`src/hdl/krcp_pkg.sv`:
```
// Shared types and constants for the key range chunk planner.
// No dependencies; every other file in hdl/ refers to this package by scoped names.
package krcp_pkg;

  localparam int CHUNK_W    = 32;  // chunk size register
  localparam int WIDE_W     = 48;  // chunk numbers, offsets, byte counts
  localparam int LEN_W      = 31;  // request length, segment offset/length
  localparam int CFG_IDX_W  = 3;
  localparam int CFG_DATA_W = 48;
  localparam int MUL_HALF   = 24;  // chunk number is multiplied in two halves
  localparam int DIV_CNT_W  = 6;   // counts the 48 quotient bits

  localparam logic [WIDE_W-1:0] INT_MAX = 48'h0000_7FFF_FFFF;

  typedef enum logic [CFG_IDX_W-1:0] {
    REG_CHUNK_SIZE  = 3'd0,
    REG_KEY_TOTAL   = 3'd1,
    REG_ENC_ALLOWED = 3'd2,
    REG_REVOKED     = 3'd3,
    REG_BASE_CHUNK  = 3'd4,
    REG_BASE_OFFSET = 3'd5,
    REG_BASE_USED   = 3'd6
  } cfg_reg_t;

  typedef enum logic [3:0] {
    ST_OK            = 4'd0,
    ST_ZERO_LENGTH   = 4'd1,
    ST_DECRYPT_ONLY  = 4'd2,
    ST_REVOKED       = 4'd3,
    ST_TOO_SMALL     = 4'd4,
    ST_EXHAUSTED     = 4'd5,
    ST_PAST_END      = 4'd6,
    ST_OFFSET_BEYOND = 4'd7,
    ST_TOO_MANY_SEGS = 4'd8,
    ST_SEG_OVERFLOW  = 4'd9
  } status_t;

  typedef enum logic [3:0] {
    S_IDLE,
    S_CHECK,
    S_MUL_LO,
    S_MUL_HI,
    S_DIV,
    S_PLAN,
    S_ERR,
    S_MONO,
    S_SEG
  } fsm_state_t;

  typedef struct packed {
    logic                action;
    logic [LEN_W-1:0]    request_length;
    logic [WIDE_W-1:0]   global_offset;
  } in_req_t;

  typedef struct packed {
    status_t             status;
    logic [WIDE_W-1:0]   segment_chunk;
    logic [LEN_W-1:0]    segment_offset;
    logic [LEN_W-1:0]    segment_length;
    logic [WIDE_W-1:0]   start_offset;
    logic                last;
  } out_res_t;

  // controller -> datapath
  typedef struct packed {
    logic req_load;
    logic check_load;
    logic mul_lo;
    logic mul_hi;
    logic div_start;
    logic div_take;
    logic plan_load;
    logic emit_err;
    logic emit_mono;
    logic emit_seg;
  } ctrl_cmd_t;

  // datapath -> controller
  typedef struct packed {
    status_t early_st;
    status_t plan_st;
    logic    chunked;
    logic    is_enc;
    logic    div_done;
    logic    out_free;
    logic    seg_last;
  } dp_sts_t;

endpackage

```
`src/hdl/krcp_div.sv`:
```
// Restoring divider, 48-bit dividend by 32-bit divisor, one quotient bit per cycle.
// Depends on krcp_pkg.
module krcp_div (
  input  logic                          clk,
  input  logic                          rst_n,
  input  logic                          start,
  input  logic [krcp_pkg::WIDE_W-1:0]   dividend,
  input  logic [krcp_pkg::CHUNK_W-1:0]  divisor,
  output logic                          done,
  output logic [krcp_pkg::WIDE_W-1:0]   quotient,
  output logic [krcp_pkg::CHUNK_W-1:0]  remainder
);

  logic                              busy_r;
  logic                              done_r;
  logic [krcp_pkg::DIV_CNT_W-1:0]    cnt_r;
  logic [krcp_pkg::CHUNK_W-1:0]      rem_r;
  logic [krcp_pkg::WIDE_W-1:0]       quo_r;
  logic [krcp_pkg::CHUNK_W:0]        trial;
  logic                              fits;
  logic [krcp_pkg::CHUNK_W-1:0]      rem_nxt;

  assign trial   = {rem_r, quo_r[krcp_pkg::WIDE_W-1]};
  assign fits    = trial >= {1'b0, divisor};
  assign rem_nxt = fits ? krcp_pkg::CHUNK_W'(trial - {1'b0, divisor})
                        : trial[krcp_pkg::CHUNK_W-1:0];

  always_ff @(posedge clk) begin
    if (!rst_n) begin
      busy_r <= 1'b0;
      done_r <= 1'b0;
      cnt_r  <= '0;
    end else begin
      done_r <= 1'b0;
      if (start) begin
        busy_r <= 1'b1;
        cnt_r  <= '0;
      end else if (busy_r) begin
        cnt_r <= cnt_r + 1'b1;
        if (cnt_r == krcp_pkg::DIV_CNT_W'(krcp_pkg::WIDE_W - 1)) begin
          busy_r <= 1'b0;
          done_r <= 1'b1;
        end
      end
    end
  end

  always_ff @(posedge clk) begin
    if (start) begin
      rem_r <= '0;
      quo_r <= dividend;
    end else if (busy_r) begin
      rem_r <= rem_nxt;
      quo_r <= {quo_r[krcp_pkg::WIDE_W-2:0], fits};
    end
  end

  assign done      = done_r;
  assign quotient  = quo_r;
  assign remainder = rem_r;

endmodule

```
`src/hdl/krcp_ctrl.sv`:
```
// Controller state machine of the key range chunk planner.
// Depends on krcp_pkg; drives krcp_dp through ctrl_cmd_t, reads dp_sts_t.
module krcp_ctrl (
  input  logic                 clk,
  input  logic                 rst_n,
  input  logic                 in_valid,
  output logic                 in_ready,
  input  krcp_pkg::dp_sts_t    sts,
  output krcp_pkg::ctrl_cmd_t  cmd
);

  krcp_pkg::fsm_state_t state_r, state_nxt;

  always_ff @(posedge clk) begin
    if (!rst_n) begin
      state_r <= krcp_pkg::S_IDLE;
    end else begin
      state_r <= state_nxt;
    end
  end

  always_comb begin
    state_nxt = state_r;
    cmd       = '0;
    in_ready  = 1'b0;
    case (state_r)
      krcp_pkg::S_IDLE: begin
        in_ready = 1'b1;
        if (in_valid) begin
          cmd.req_load = 1'b1;
          state_nxt    = krcp_pkg::S_CHECK;
        end
      end
      krcp_pkg::S_CHECK: begin
        cmd.check_load = 1'b1;
        if (sts.early_st != krcp_pkg::ST_OK) begin
          state_nxt = krcp_pkg::S_ERR;
        end else if (!sts.chunked) begin
          state_nxt = krcp_pkg::S_PLAN;
        end else if (sts.is_enc) begin
          state_nxt = krcp_pkg::S_MUL_LO;
        end else begin
          cmd.div_start = 1'b1;
          state_nxt     = krcp_pkg::S_DIV;
        end
      end
      krcp_pkg::S_MUL_LO: begin
        cmd.mul_lo = 1'b1;
        state_nxt  = krcp_pkg::S_MUL_HI;
      end
      krcp_pkg::S_MUL_HI: begin
        cmd.mul_hi = 1'b1;
        state_nxt  = krcp_pkg::S_PLAN;
      end
      krcp_pkg::S_DIV: begin
        if (sts.div_done) begin
          cmd.div_take = 1'b1;
          state_nxt    = krcp_pkg::S_PLAN;
        end
      end
      krcp_pkg::S_PLAN: begin
        cmd.plan_load = 1'b1;
        if (sts.plan_st != krcp_pkg::ST_OK) begin
          state_nxt = krcp_pkg::S_ERR;
        end else if (sts.chunked) begin
          state_nxt = krcp_pkg::S_SEG;
        end else begin
          state_nxt = krcp_pkg::S_MONO;
        end
      end
      krcp_pkg::S_ERR: begin
        if (sts.out_free) begin
          cmd.emit_err = 1'b1;
          state_nxt    = krcp_pkg::S_IDLE;
        end
      end
      krcp_pkg::S_MONO: begin
        if (sts.out_free) begin
          cmd.emit_mono = 1'b1;
          state_nxt     = krcp_pkg::S_IDLE;
        end
      end
      krcp_pkg::S_SEG: begin
        if (sts.out_free) begin
          cmd.emit_seg = 1'b1;
          if (sts.seg_last) begin
            state_nxt = krcp_pkg::S_IDLE;
          end
        end
      end
      default: begin
        state_nxt = krcp_pkg::S_IDLE;
      end
    endcase
  end

  // divider result is only ever awaited in the divide state
  assert property (@(posedge clk) disable iff (!rst_n)
    sts.div_done |-> state_r == krcp_pkg::S_DIV)
    else $error("divider finished outside the divide state");

endmodule

```
`src/hdl/krcp_dp.sv`:
```
// Datapath of the key range chunk planner: config and position registers, checks,
// start-offset multiplier, segment walker and output register. Depends on krcp_pkg, krcp_div.
module krcp_dp #(
  parameter int MAX_SEGMENTS = 64
) (
  input  logic                              clk,
  input  logic                              rst_n,
  input  krcp_pkg::in_req_t                 in_data,
  input  logic                              cfg_we,
  input  logic [krcp_pkg::CFG_IDX_W-1:0]    cfg_index,
  input  logic [krcp_pkg::CFG_DATA_W-1:0]   cfg_data,
  input  krcp_pkg::ctrl_cmd_t               cmd,
  output krcp_pkg::dp_sts_t                 sts,
  output logic                              out_valid,
  input  logic                              out_ready,
  output krcp_pkg::out_res_t                out_data
);

  localparam int LIMF_W = $clog2(MAX_SEGMENTS);
  localparam int LIM_W  = krcp_pkg::CHUNK_W + LIMF_W;
  localparam logic [LIMF_W-1:0] SPILL_CHUNKS = LIMF_W'(MAX_SEGMENTS - 2);

  localparam int CW = krcp_pkg::CHUNK_W;
  localparam int WW = krcp_pkg::WIDE_W;
  localparam int LW = krcp_pkg::LEN_W;
  localparam int MH = krcp_pkg::MUL_HALF;

  // configuration and persistent position
  logic [CW-1:0]  cs_r;
  logic [WW-1:0]  total_r;
  logic           enc_ok_r;
  logic           revoked_r;
  logic [WW-1:0]  pos_chunk_r;
  logic [WW-1:0]  pos_off_r;
  logic [WW-1:0]  used_r;

  // per-request working registers
  krcp_pkg::in_req_t  req_r;
  logic [WW-1:0]      ch_r;
  logic [WW-1:0]      off_r;
  logic [LW-1:0]      rem_r;
  logic [WW-1:0]      start_r;
  logic [LIM_W-1:0]   limit_r;
  krcp_pkg::status_t  err_r;

  logic               out_valid_r;
  krcp_pkg::out_res_t out_data_r;

  // ---------------- checks ----------------
  logic [WW:0]        used_sum;
  logic [WW:0]        goff_sum;
  logic [LW-1:0]      len;
  krcp_pkg::status_t  early_st;
  krcp_pkg::status_t  plan_st;
  logic [CW-1:0]      room;
  logic               over_room;
  logic [LW-1:0]      spill;
  logic               too_many;
  logic               chunked;

  assign len      = req_r.request_length;
  assign chunked  = cs_r != '0;
  assign used_sum = {1'b0, used_r} + (WW + 1)'(len);
  assign goff_sum = {1'b0, req_r.global_offset} + (WW + 1)'(len);

  always_comb begin
    if (len == '0) begin
      early_st = krcp_pkg::ST_ZERO_LENGTH;
    end else if (req_r.action && !enc_ok_r) begin
      early_st = krcp_pkg::ST_DECRYPT_ONLY;
    end else if (revoked_r) begin
      early_st = krcp_pkg::ST_REVOKED;
    end else if (total_r < WW'(len)) begin
      early_st = krcp_pkg::ST_TOO_SMALL;
    end else if (req_r.action && used_sum > {1'b0, total_r}) begin
      early_st = krcp_pkg::ST_EXHAUSTED;
    end else if (!req_r.action && goff_sum > {1'b0, total_r}) begin
      early_st = krcp_pkg::ST_PAST_END;
    end else begin
      early_st = krcp_pkg::ST_OK;
    end
  end

  // room is meaningful once off_r <= chunk size, which is checked first
  assign room      = cs_r - off_r[CW-1:0];
  assign over_room = {1'b0, len} > room;
  assign spill     = len - room[LW-1:0];
  assign too_many  = over_room && (LIM_W'(spill) > limit_r);

  always_comb begin
    if (chunked && off_r > WW'(cs_r)) begin
      plan_st = krcp_pkg::ST_OFFSET_BEYOND;
    end else if (chunked && too_many) begin
      plan_st = krcp_pkg::ST_TOO_MANY_SEGS;
    end else if (off_r > krcp_pkg::INT_MAX) begin
      plan_st = krcp_pkg::ST_SEG_OVERFLOW;
    end else begin
      plan_st = krcp_pkg::ST_OK;
    end
  end

  // ---------------- start offset multiplier ----------------
  logic [MH-1:0]     mul_a;
  logic [MH+CW-1:0]  mul_prod;
  logic [WW-1:0]     mul_add;

  assign mul_a    = cmd.mul_hi ? ch_r[WW-1:MH] : ch_r[MH-1:0];
  assign mul_prod = mul_a * cs_r;
  // only the low half of the upper product lands below bit 48
  assign mul_add  = cmd.mul_hi ? {mul_prod[MH-1:0], {MH{1'b0}}} : mul_prod[WW-1:0];

  // ---------------- divider ----------------
  logic           div_done;
  logic [WW-1:0]  div_quo;
  logic [CW-1:0]  div_rem;

  krcp_div u_div (
    .clk       (clk),
    .rst_n     (rst_n),
    .start     (cmd.div_start),
    .dividend  (req_r.global_offset),
    .divisor   (cs_r),
    .done      (div_done),
    .quotient  (div_quo),
    .remainder (div_rem)
  );

  // ---------------- segment walker ----------------
  logic [LW-1:0]  take;
  logic [CW-1:0]  off_sum;
  logic           wrap;
  logic [WW-1:0]  ch_nxt;
  logic [WW-1:0]  off_nxt;
  logic [LW-1:0]  rem_nxt;
  logic           seg_last;

  assign take     = ({1'b0, rem_r} > room) ? room[LW-1:0] : rem_r;
  assign off_sum  = off_r[CW-1:0] + CW'(take);
  assign wrap     = off_sum >= cs_r;
  assign ch_nxt   = wrap ? ch_r + 1'b1 : ch_r;
  assign off_nxt  = wrap ? '0 : WW'(off_sum);
  assign rem_nxt  = rem_r - take;
  assign seg_last = rem_r == take;

  // ---------------- registers ----------------
  logic out_free;
  assign out_free = !out_valid_r || out_ready;

  always_ff @(posedge clk) begin
    if (!rst_n) begin
      cs_r        <= '0;
      total_r     <= '0;
      enc_ok_r    <= 1'b0;
      revoked_r   <= 1'b0;
      pos_chunk_r <= '0;
      pos_off_r   <= '0;
      used_r      <= '0;
    end else if (cfg_we) begin
      case (cfg_index)
        krcp_pkg::REG_CHUNK_SIZE:  cs_r        <= cfg_data[CW-1:0];
        krcp_pkg::REG_KEY_TOTAL:   total_r     <= cfg_data[WW-1:0];
        krcp_pkg::REG_ENC_ALLOWED: enc_ok_r    <= cfg_data[0];
        krcp_pkg::REG_REVOKED:     revoked_r   <= cfg_data[0];
        krcp_pkg::REG_BASE_CHUNK:  pos_chunk_r <= cfg_data[WW-1:0];
        krcp_pkg::REG_BASE_OFFSET: pos_off_r   <= cfg_data[WW-1:0];
        krcp_pkg::REG_BASE_USED:   used_r      <= cfg_data[WW-1:0];
        default: ;
      endcase
    end else if (cmd.emit_mono && req_r.action) begin
      pos_off_r <= off_r + WW'(len);
      used_r    <= used_r + WW'(len);
    end else if (cmd.emit_seg && seg_last && req_r.action) begin
      pos_chunk_r <= ch_nxt;
      pos_off_r   <= off_nxt;
      used_r      <= used_r + WW'(len);
    end
  end

  always_ff @(posedge clk) begin
    if (cmd.req_load) begin
      req_r <= in_data;
    end
    if (cmd.check_load) begin
      ch_r    <= pos_chunk_r;
      off_r   <= req_r.action ? pos_off_r : req_r.global_offset;
      start_r <= req_r.action ? pos_off_r : req_r.global_offset;
      rem_r   <= len;
      limit_r <= LIM_W'(cs_r) * LIM_W'(SPILL_CHUNKS);
      err_r   <= early_st;
    end
    if (cmd.mul_lo || cmd.mul_hi) begin
      start_r <= start_r + mul_add;
    end
    if (cmd.div_take) begin
      ch_r  <= div_quo;
      off_r <= WW'(div_rem);
    end
    if (cmd.plan_load) begin
      err_r <= plan_st;
    end
    if (cmd.emit_seg) begin
      ch_r  <= ch_nxt;
      off_r <= off_nxt;
      rem_r <= rem_nxt;
    end
  end

  always_ff @(posedge clk) begin
    if (!rst_n) begin
      out_valid_r <= 1'b0;
    end else if (cmd.emit_err || cmd.emit_mono || cmd.emit_seg) begin
      out_valid_r <= 1'b1;
    end else if (out_ready) begin
      out_valid_r <= 1'b0;
    end
  end

  always_ff @(posedge clk) begin
    if (cmd.emit_err) begin
      out_data_r <= '{status: err_r, segment_chunk: '0, segment_offset: '0,
                      segment_length: '0, start_offset: '0, last: 1'b1};
    end else if (cmd.emit_mono) begin
      out_data_r.status         <= krcp_pkg::ST_OK;
      out_data_r.segment_chunk  <= ch_r;
      out_data_r.segment_offset <= off_r[LW-1:0];
      out_data_r.segment_length <= len;
      out_data_r.start_offset   <= start_r;
      out_data_r.last           <= 1'b1;
    end else if (cmd.emit_seg) begin
      out_data_r.status         <= krcp_pkg::ST_OK;
      out_data_r.segment_chunk  <= ch_r;
      out_data_r.segment_offset <= off_r[LW-1:0];
      out_data_r.segment_length <= take;
      out_data_r.start_offset   <= start_r;
      out_data_r.last           <= seg_last;
    end
  end

  assign sts.early_st = early_st;
  assign sts.plan_st  = plan_st;
  assign sts.chunked  = chunked;
  assign sts.is_enc   = req_r.action;
  assign sts.div_done = div_done;
  assign sts.out_free = out_free;
  assign sts.seg_last = seg_last;

  assign out_valid = out_valid_r;
  assign out_data  = out_data_r;

  // a segment is never emitted past the end of the request
  assert property (@(posedge clk) disable iff (!rst_n)
    cmd.emit_seg |-> rem_r != '0 || room == '0)
    else $error("segment emitted with nothing left to take");

endmodule

```
`src/hdl/key_range_chunk_planner_top.sv`:
```
// Top level of the key range chunk planner: controller plus datapath.
// Depends on krcp_pkg, krcp_ctrl, krcp_dp (which holds krcp_div).
//
//  port group  | dir     | handshake          | carries
//  in_*        | in      | in_valid/in_ready  | krcp_pkg::in_req_t request
//  out_*       | out     | out_valid/out_ready| krcp_pkg::out_res_t segment or error
//  cfg_*       | in      | cfg_we, no wait    | register index 0..6, 48-bit data
//
//  One request at a time; in_ready is high only while the controller idles.
//  Flag or size error: the check state, then the error state loads the output
//  register. An error found while planning comes out where the first segment
//  would. Monolithic (chunk size 0): check, plan, emit. Chunked encrypt: check,
//  then two passes of a 24x32 multiplier build the start offset, plan, then one
//  segment per cycle. Chunked decrypt: check, the 48-step one-bit-per-cycle
//  divider that splits the offset, plan, then one segment per cycle.
//  A full output register holds the walk; out_ready low stalls it in place.
//  Synchronous active-low reset clears config, position, used count, state.
module key_range_chunk_planner_top #(
  parameter int MAX_SEGMENTS = 64
) (
  input  logic                              clk,
  input  logic                              rst_n,
  input  logic                              in_valid,
  output logic                              in_ready,
  input  krcp_pkg::in_req_t                 in_data,
  output logic                              out_valid,
  input  logic                              out_ready,
  output krcp_pkg::out_res_t                out_data,
  input  logic                              cfg_we,
  input  logic [krcp_pkg::CFG_IDX_W-1:0]    cfg_index,
  input  logic [krcp_pkg::CFG_DATA_W-1:0]   cfg_data
);

  krcp_pkg::ctrl_cmd_t cmd;
  krcp_pkg::dp_sts_t   sts;

  // sequencing: idle, check, multiply or divide, plan, emit
  krcp_ctrl u_ctrl (
    .clk      (clk),
    .rst_n    (rst_n),
    .in_valid (in_valid),
    .in_ready (in_ready),
    .sts      (sts),
    .cmd      (cmd)
  );

  // all arithmetic, state and the output register
  krcp_dp #(
    .MAX_SEGMENTS (MAX_SEGMENTS)
  ) u_dp (
    .clk       (clk),
    .rst_n     (rst_n),
    .in_data   (in_data),
    .cfg_we    (cfg_we),
    .cfg_index (cfg_index),
    .cfg_data  (cfg_data),
    .cmd       (cmd),
    .sts       (sts),
    .out_valid (out_valid),
    .out_ready (out_ready),
    .out_data  (out_data)
  );

  // a request is worked on alone
  assert property (@(posedge clk) disable iff (!rst_n)
    in_valid && in_ready |=> !in_ready)
    else $error("second request taken while busy");

  // error results are single and closed
  assert property (@(posedge clk) disable iff (!rst_n)
    out_valid && out_data.status != krcp_pkg::ST_OK |->
      out_data.last && out_data.segment_length == '0)
    else $error("error result not final or carries a length");

  // only ok results may continue a walk
  assert property (@(posedge clk) disable iff (!rst_n)
    out_valid && !out_data.last |-> out_data.status == krcp_pkg::ST_OK)
    else $error("non-final result with error status");

  // back at idle, any pending result closes its request
  assert property (@(posedge clk) disable iff (!rst_n)
    in_ready && out_valid |-> out_data.last)
    else $error("idle with an open segment walk");

endmodule

```
`config.mk`:
```
export PLATFORM = sky130hd
export DESIGN_NAME = key_range_chunk_planner_top
export DESIGN_NICKNAME = d
export VERILOG_FILES = /design/src/hdl/krcp_pkg.sv /design/src/hdl/krcp_div.sv /design/src/hdl/krcp_ctrl.sv /design/src/hdl/krcp_dp.sv /design/src/hdl/key_range_chunk_planner_top.sv
export SDC_FILE = /design/constraint.sdc
export NUM_CORES = 2
export LEC_CHECK = 0
export ABC_AREA = 1
export BUFFER_PORTS_ARGS = -buffer_cell sky130_fd_sc_hd__buf_2
export CORE_ASPECT_RATIO = 1.1
export CORE_MARGIN = 3
export CORE_UTILIZATION = 50
export DETAILED_ROUTE_END_ITERATION = 10
export PLACE_DENSITY_LB_ADDON = 0.05
export SLEW_MARGIN = 20
export SYNTH_ARGS = -nofsm -noshare
export SYNTH_HDL_FRONTEND = slang
export SYNTH_SLANG_ARGS = --single-unit
```
`constraint.sdc`:
```
create_clock -name clk -period 22.5 [get_ports clk]
set_clock_uncertainty 0.1 [all_clocks]
set_input_delay 4.5 -clock clk [delete_from_list [all_inputs] [get_ports clk]]
set_output_delay 4.5 -clock clk [all_outputs]
set_load 0.005 [all_outputs]
```
# Yosys cells after proc, flatten, opt, wreduce, memory -nomap -nowiden
# Cells that the tools add are included.
# word_totals
elab_cells	202
in_bits	136
ff_bits	778
output_inout_bits	165
# op_classes
n_reduce_logical	44
mul	2
addsub	12
muxes	78
n_eq_ne	25
bitwise_logic	2
order_cmp	10
# op_table
cell	n
48-bit 2-to-1 mux	24
163-bit 2-to-1 mux	3
48-bit by 31-bit adder with 49-bit output	2
49-bit by 48-bit greater-than comparator with 1-bit output	2
48-bit by 31-bit adder with 48-bit output	2
31-bit 2-to-1 mux	3
4-bit 2-to-1 mux	18
31-bit by 32-bit greater-than comparator with 1-bit output	2
32-bit 2-to-1 mux	2
32-bit subtractor	2
31-bit subtractor	2
48-bit by 1-bit adder with 48-bit output (second input constant)	1
48-bit adder	1
48-bit by 31-bit greater-than comparator with 1-bit output (second input constant)	1
48-bit by 32-bit greater-than comparator with 1-bit output	1
48-bit by 31-bit less-than comparator with 1-bit output	1
24-bit by 32-bit multiplier with 48-bit output	1
31-bit by 38-bit greater-than comparator with 1-bit output	1
32-bit by 5-bit multiplier with 37-bit output (second input constant)	1
33-bit by 32-bit >= comparator with 1-bit output	1
32-bit by 31-bit adder with 32-bit output	1
32-bit >= comparator	1
4-bit case mux with 8 select lines	1
32-bit nonzero test	1
30 further kinds	98

# Longest topological paths before layout
# depth
word_depth	13
mapped_depth	67
depth_no_buf	63

# Modules after synthesis
# From an unflattened synthesis, not the netlist that was laid out.
# unflattened
hier_cells	11351
area_unflattened_um2	84651.2
# modules_own_cells
module	n_inst	seq_area_each_um2	cells_per_inst	area_per_inst_um2
krcp_dp	1	16736.1	10245	77590.7
krcp_div	1	2242.2	1031	6620.1
krcp_ctrl	1	80.1	75	440.4

# Least setup slack after synthesis
# Ideal clock, no wire load.
# synth_timing
path_kind	flip-flop to flip-flop
from	register u_ctrl.state_r[3]
to	register u_dp.start_r[42] (data pin)
setup_time_ns	0.267
period_less_slack_ns	9.629
path_slack_ns	12.871
required_time_ns	22.133
path_buffers	4
path_stages_with_launch	48
arrival_time_ns	9.262
path_cell_list	dfxtp_1 -> inv_2 -> nand2_2 -> nor2_2 -> buf_2 -> buf_1 -> clkbuf_1 -> o21ai_0 -> inv_1 -> clkbuf_1 -> nand2_1 -> fa_1 -> fa_1 -> inv_1 -> fa_1 -> inv_1 -> fa_1 -> inv_1 -> [... 12 more ...] -> a21oi_1 -> inv_1 -> a21oi_1 -> inv_1 -> or2_2 -> nand3_1 -> o21ai_0 -> ha_1 -> nand2_1 -> o21ai_0 -> a2111oi_0 -> nand3_1 -> nand2_1 -> nand3_1 -> a21o_1 -> or2_2 -> nand3_1 -> o21ai_0
# synth_via
elab_chain_cells	7
elab_cells_between_ends	10
classes_between	add/sub (1); mul (1); eq/ne (2); mux (5); reduce/logical (1)
# synth_rtl
element	line_no	source
from (decl)	krcp_ctrl.sv:12	krcp_pkg::fsm_state_t state_r, state_nxt;
from (signal assigned)	krcp_ctrl.sv:16	state_r <= krcp_pkg::S_IDLE;
from (signal assigned)	krcp_ctrl.sv:18	state_r <= state_nxt;
4-bit by 2-bit equality test with 1-bit output	krcp_ctrl.sv:26	case (state_r)
1-bit 2-to-1 mux	krcp_ctrl.sv:26	
24-bit 2-to-1 mux	krcp_dp.sv:107	assign mul_a = cmd.mul_hi ? ch_r[WW-1:MH] : ch_r[MH-1:0];
24-bit by 32-bit multiplier with 48-bit output	krcp_dp.sv:108	assign mul_prod = mul_a * cs_r;
48-bit 2-to-1 mux	krcp_dp.sv:110	assign mul_add = cmd.mul_hi ? {mul_prod[MH-1:0], {MH{1'b0}}} : mul_prod[WW-1:0];
48-bit adder	krcp_dp.sv:192	start_r <= start_r + mul_add;
48-bit 2-to-1 mux (*)	krcp_dp.sv:191	if (cmd.mul_lo || cmd.mul_hi) begin
to (signal assigned)	krcp_dp.sv:186	start_r <= req_r.action ? pos_off_r : req_r.global_offset;
to (signal assigned)	krcp_dp.sv:192	
to (decl)	krcp_dp.sv:42	logic [WW-1:0] start_r;
# Every way passes the cells marked *; elsewhere a longest branch is shown, timed or not.
# A chain may end at the register's enable or synchronous reset.

# Worst setup path after layout
# layout_timing
from	register u_ctrl.state_r[0]
to	register u_dp.start_r[44] (data pin)
# The elaborated chain is that of the path after synthesis.

==> run_results.csv <==
group,metric,value,unit
place,dp_hpwl,297000,µm
clock_network,root_buffer,"clkbuf_16",
synth,synth.distinct_cells,70,
sta,final_hold_viol_count,0,
synth,synth_top_family_by_area,"adder cells",
synth,syn-cell-area,83600,µm²
synth,synthSimpleGateAreaFrac,20.9,%
critical_path,cpPeakStageDelay,770,ps
routing,first_pass_iters,6,
cells_and_area,layout.nets,12800,
floorplan,die_width,396,µm
place,io_buffers,300,
flow_run,timing.max_cap.violations,0,
routing,viasPerCell,6.03,
critical_path,reg2reg_slack,10400,ps
synth,synthMuxAreaShare,0.467,%
place,pre_cts_slack,10650,ps
critical_path,cp-start-kind,"register",
floorplan,die-area,172000,µm²
routing,vias,81600,
clock_network,cts_max_level,3,
synth,synth_area_leaders,"fa_1 17%, edfxtp_1 13%, ha_1 11%",
place,dpl_cell_area,87700,µm²
global_route,grt_use_total,42.8,%
pwr,p_total,15.4,mW
critical_path,worstReg2RegStart,"u_ctrl.state_r[0]",
synth,synth_area_leader_cell,"fa_1",
floorplan,ios,301,
critical_path,cp.arrival,12460,ps
sta,slew_viol_final,0,
clock_network,path_clk_slew,60,ps
floorplan,die_h,435,µm
cells_and_area,utilization,55.0,%
pwr,ir_drop,0.311,mV
sta,hold-worst-slack,369,ps
cells_and_area,area_delta_synth_final,8.75,%
place,placed_cells,13300,
synth,synth_nets,12700,
global_route,grt_pass1_vias,79700,
sta,setup_tns,0,ps
cells_and_area,fin_area,90900,µm²
routing,drc_errors,0,
synth,synth_fa_ha_area_share,28.7,%
critical_path,crit_start,"u_ctrl.state_r[0]",
cells_and_area,drive_above_1_share,6.98,%
place,globalplace.congestion,1.09,
routing,antenna_violating_nets_post_route,0,
clock_network,clock_path_buffers,3,
critical_path,critical_path.endpoint_type,"register",
sta,timing.slew.headroom,18.8,%
critical_path,worstPathRequired,22860,ps
synth,synth-seq-area-share,22.8,%
run_status,status,"complete, no violations",
clock_network,numCtsBuffers,93,
cells_and_area,final_common_cell,"nand2_1",
critical_path,ff2ff_path_depth,42,
floorplan,start_util,50.6,%
critical_path,reg2reg_to,"u_dp.start_r[44]",
synth,synth-edff-count,348,
clock_network,ctsHoldBuffers,0,
global_route,grt-ovfl-total,0,
critical_path,cp_max_fo,76,
clock_network,cts_tree,"yes",
sta,period_minus_slack,12100,ps
synth,synth_xor_area_share,4.04,%
critical_path,cpMostUsedCell,"nand2_1",
critical_path,path_class,"register to register",
synth,synth-main-ff-cell,"dfxtp_1",
pwr,p_per_area,170,nW/µm²
global_route,antenna_found_initial,24,
clock_network,post_cts_buffers,0,
cells_and_area,nFillCells,16000,
sta,finalSetupViolCount,0,
global_route,grt_max_degree,126,
clock_network,post_cts_resized,0,
synth,avgSynthCellArea,7.55,µm²
routing,first_iter_violations,8736,
floorplan,core,165000,µm²
synth,synth_top_area_share,17.5,%
sta,finalCritPeriodShare,53.8,%
synth,netlist_instances,11100,
synth,yosysWarnings,0,
global_route,grt_pass1_wl,541000,µm
critical_path,crit_end,"u_dp.start_r[44]",
clock_network,worstSkewPairLatency,760,ps
min_path,worst_hold_path_type,"register to register",
synth,synthArstFlopShare,0,%
sta,max_freq,82.6,MHz
synth,synth-compound-area-share,13.8,%
clock_network,clock_sinks,778,
synth,yosys_register_bits,778,
critical_path,cp_slowest_cell,"o21a_1",
routing,wire_per_inst,27.8,µm
cells_and_area,instances_no_fill,13500,
sta,worst_pin_slew,1220,ps
pwr,leakage,43.5,nW
sta,worst_slack,10400,ps
cells_and_area,layout_common_cells,"2,304 x nand2_1, 1,557 x inv_1, 1,188 x nor2_1",
floorplan,row_count,156,
routing,wl,376000,µm
sta,grt_setup_unrepaired,"false",
## synth_stat cells (all sizes together) (39+ instances only)
master	count
mux2i	39
inv	1589
dfxtp	430
nand2	2316
a21oi	912
nor2	1203
xnor2	122
clkbuf	342
nand3	298
nand3b	62
xor2	262
ha	750
buf	72
nand4	129
a21boi	54
nor3	96
o21a	46
nor4	57
edfxtp	348
fa	730
a31oi	128
or2	74
o21ai	798
## routing by layer
| layer | global-route usage, % | vias up | wire length, µm |
|---|---|---|---|
| met4 | 28.4 | 16 | 31500 |
| met2 | 64.7 | 4904 | 160000 |
| met5 | 0 | - | 98 |
| met1 | 53.7 | 39200 | 142000 |
| li1 | - | 36200 | - |
| met3 | 11.4 | 1229 | 41500 |
## power by group
| group | internal, mW | leakage [nW] | switching [mW] |
|---|---|---|---|
| Sequential | 2.09 | 6.85 | 0.484 |
| Clock | 0.902 | 1.55 | 0.713 |
| Combinational | 3.44 | 35.1 | 7.80 |
| Total | 6.43 | 43.5 | 9.00 |
## layout make-up
class                           instances  area [µm²]  share of cell area (%)
Tap cell                             2212        2770                    3.04
Multi-Input combinational cell       8273       57000                    62.7
Clock buffer                          136        2700                    2.96
Clock inverter                         38         503                   0.553
Timing Repair Buffer                  482        2870                    3.16
Inverter                             1602        6020                    6.62
Antenna cell                           13        32.5                  0.0358
Sequential cell                       778       19100                    21.0
## worst min-delay path by stage
stage                          from                    to  cells after the start
2_1_floorplan  u_dp.pos_chunk_r[10]  u_dp.pos_chunk_r[10]                      2
3_3_place_gp   u_dp.pos_chunk_r[23]  u_dp.pos_chunk_r[23]                      2
3_5_place_dp   u_dp.pos_chunk_r[30]  u_dp.pos_chunk_r[30]                      2
4_1_cts        u_dp.pos_chunk_r[34]  u_dp.pos_chunk_r[34]                      2
5_1_grt        u_dp.pos_chunk_r[45]  u_dp.pos_chunk_r[45]                      2
6_report       u_dp.pos_chunk_r[34]  u_dp.pos_chunk_r[34]                      2
## state kept, by name, summed over array words and instances (netlist names), 4 cells and up
signal,cells
u_dp.out_data,163
u_dp.ch_r,48
u_dp.off_r,48
u_dp.pos_chunk_r,48
u_dp.pos_off_r,48
u_dp.req_r,48
u_dp.start_r,48
u_dp.total_r,48
u_dp.u_div.quotient,48
u_dp.used_r,48
u_dp.limit_r,37
u_dp.cs_r,32
u_dp.u_div.remainder,32
u_dp.len,31
u_dp.rem_r,31
u_dp.u_div.cnt_r,6
u_ctrl.state_r,4
u_dp.err_r,4
## cell families after synthesis
logic type | after synthesis
simple gates | 4254
mux | 39
buf+inv | 2016
xor+xnor | 384
fa+ha+maj | 1480
compound gates | 2116
flops | 778
## critical path, delay by kind of cell, from the launching register on
| family | cells | cell delay (ps) |
|---|---|---|
| adder cells (fa/ha/maj) | 9 | 4510 |
| flip-flops | 1 | 450 |
| buffers and inverters | 7 | 1670 |
| AO/OA/AOI/OAI | 10 | 2950 |
| AND/OR/NAND/NOR | 16 | 2070 |
Power figures use the tool's default switching activity.
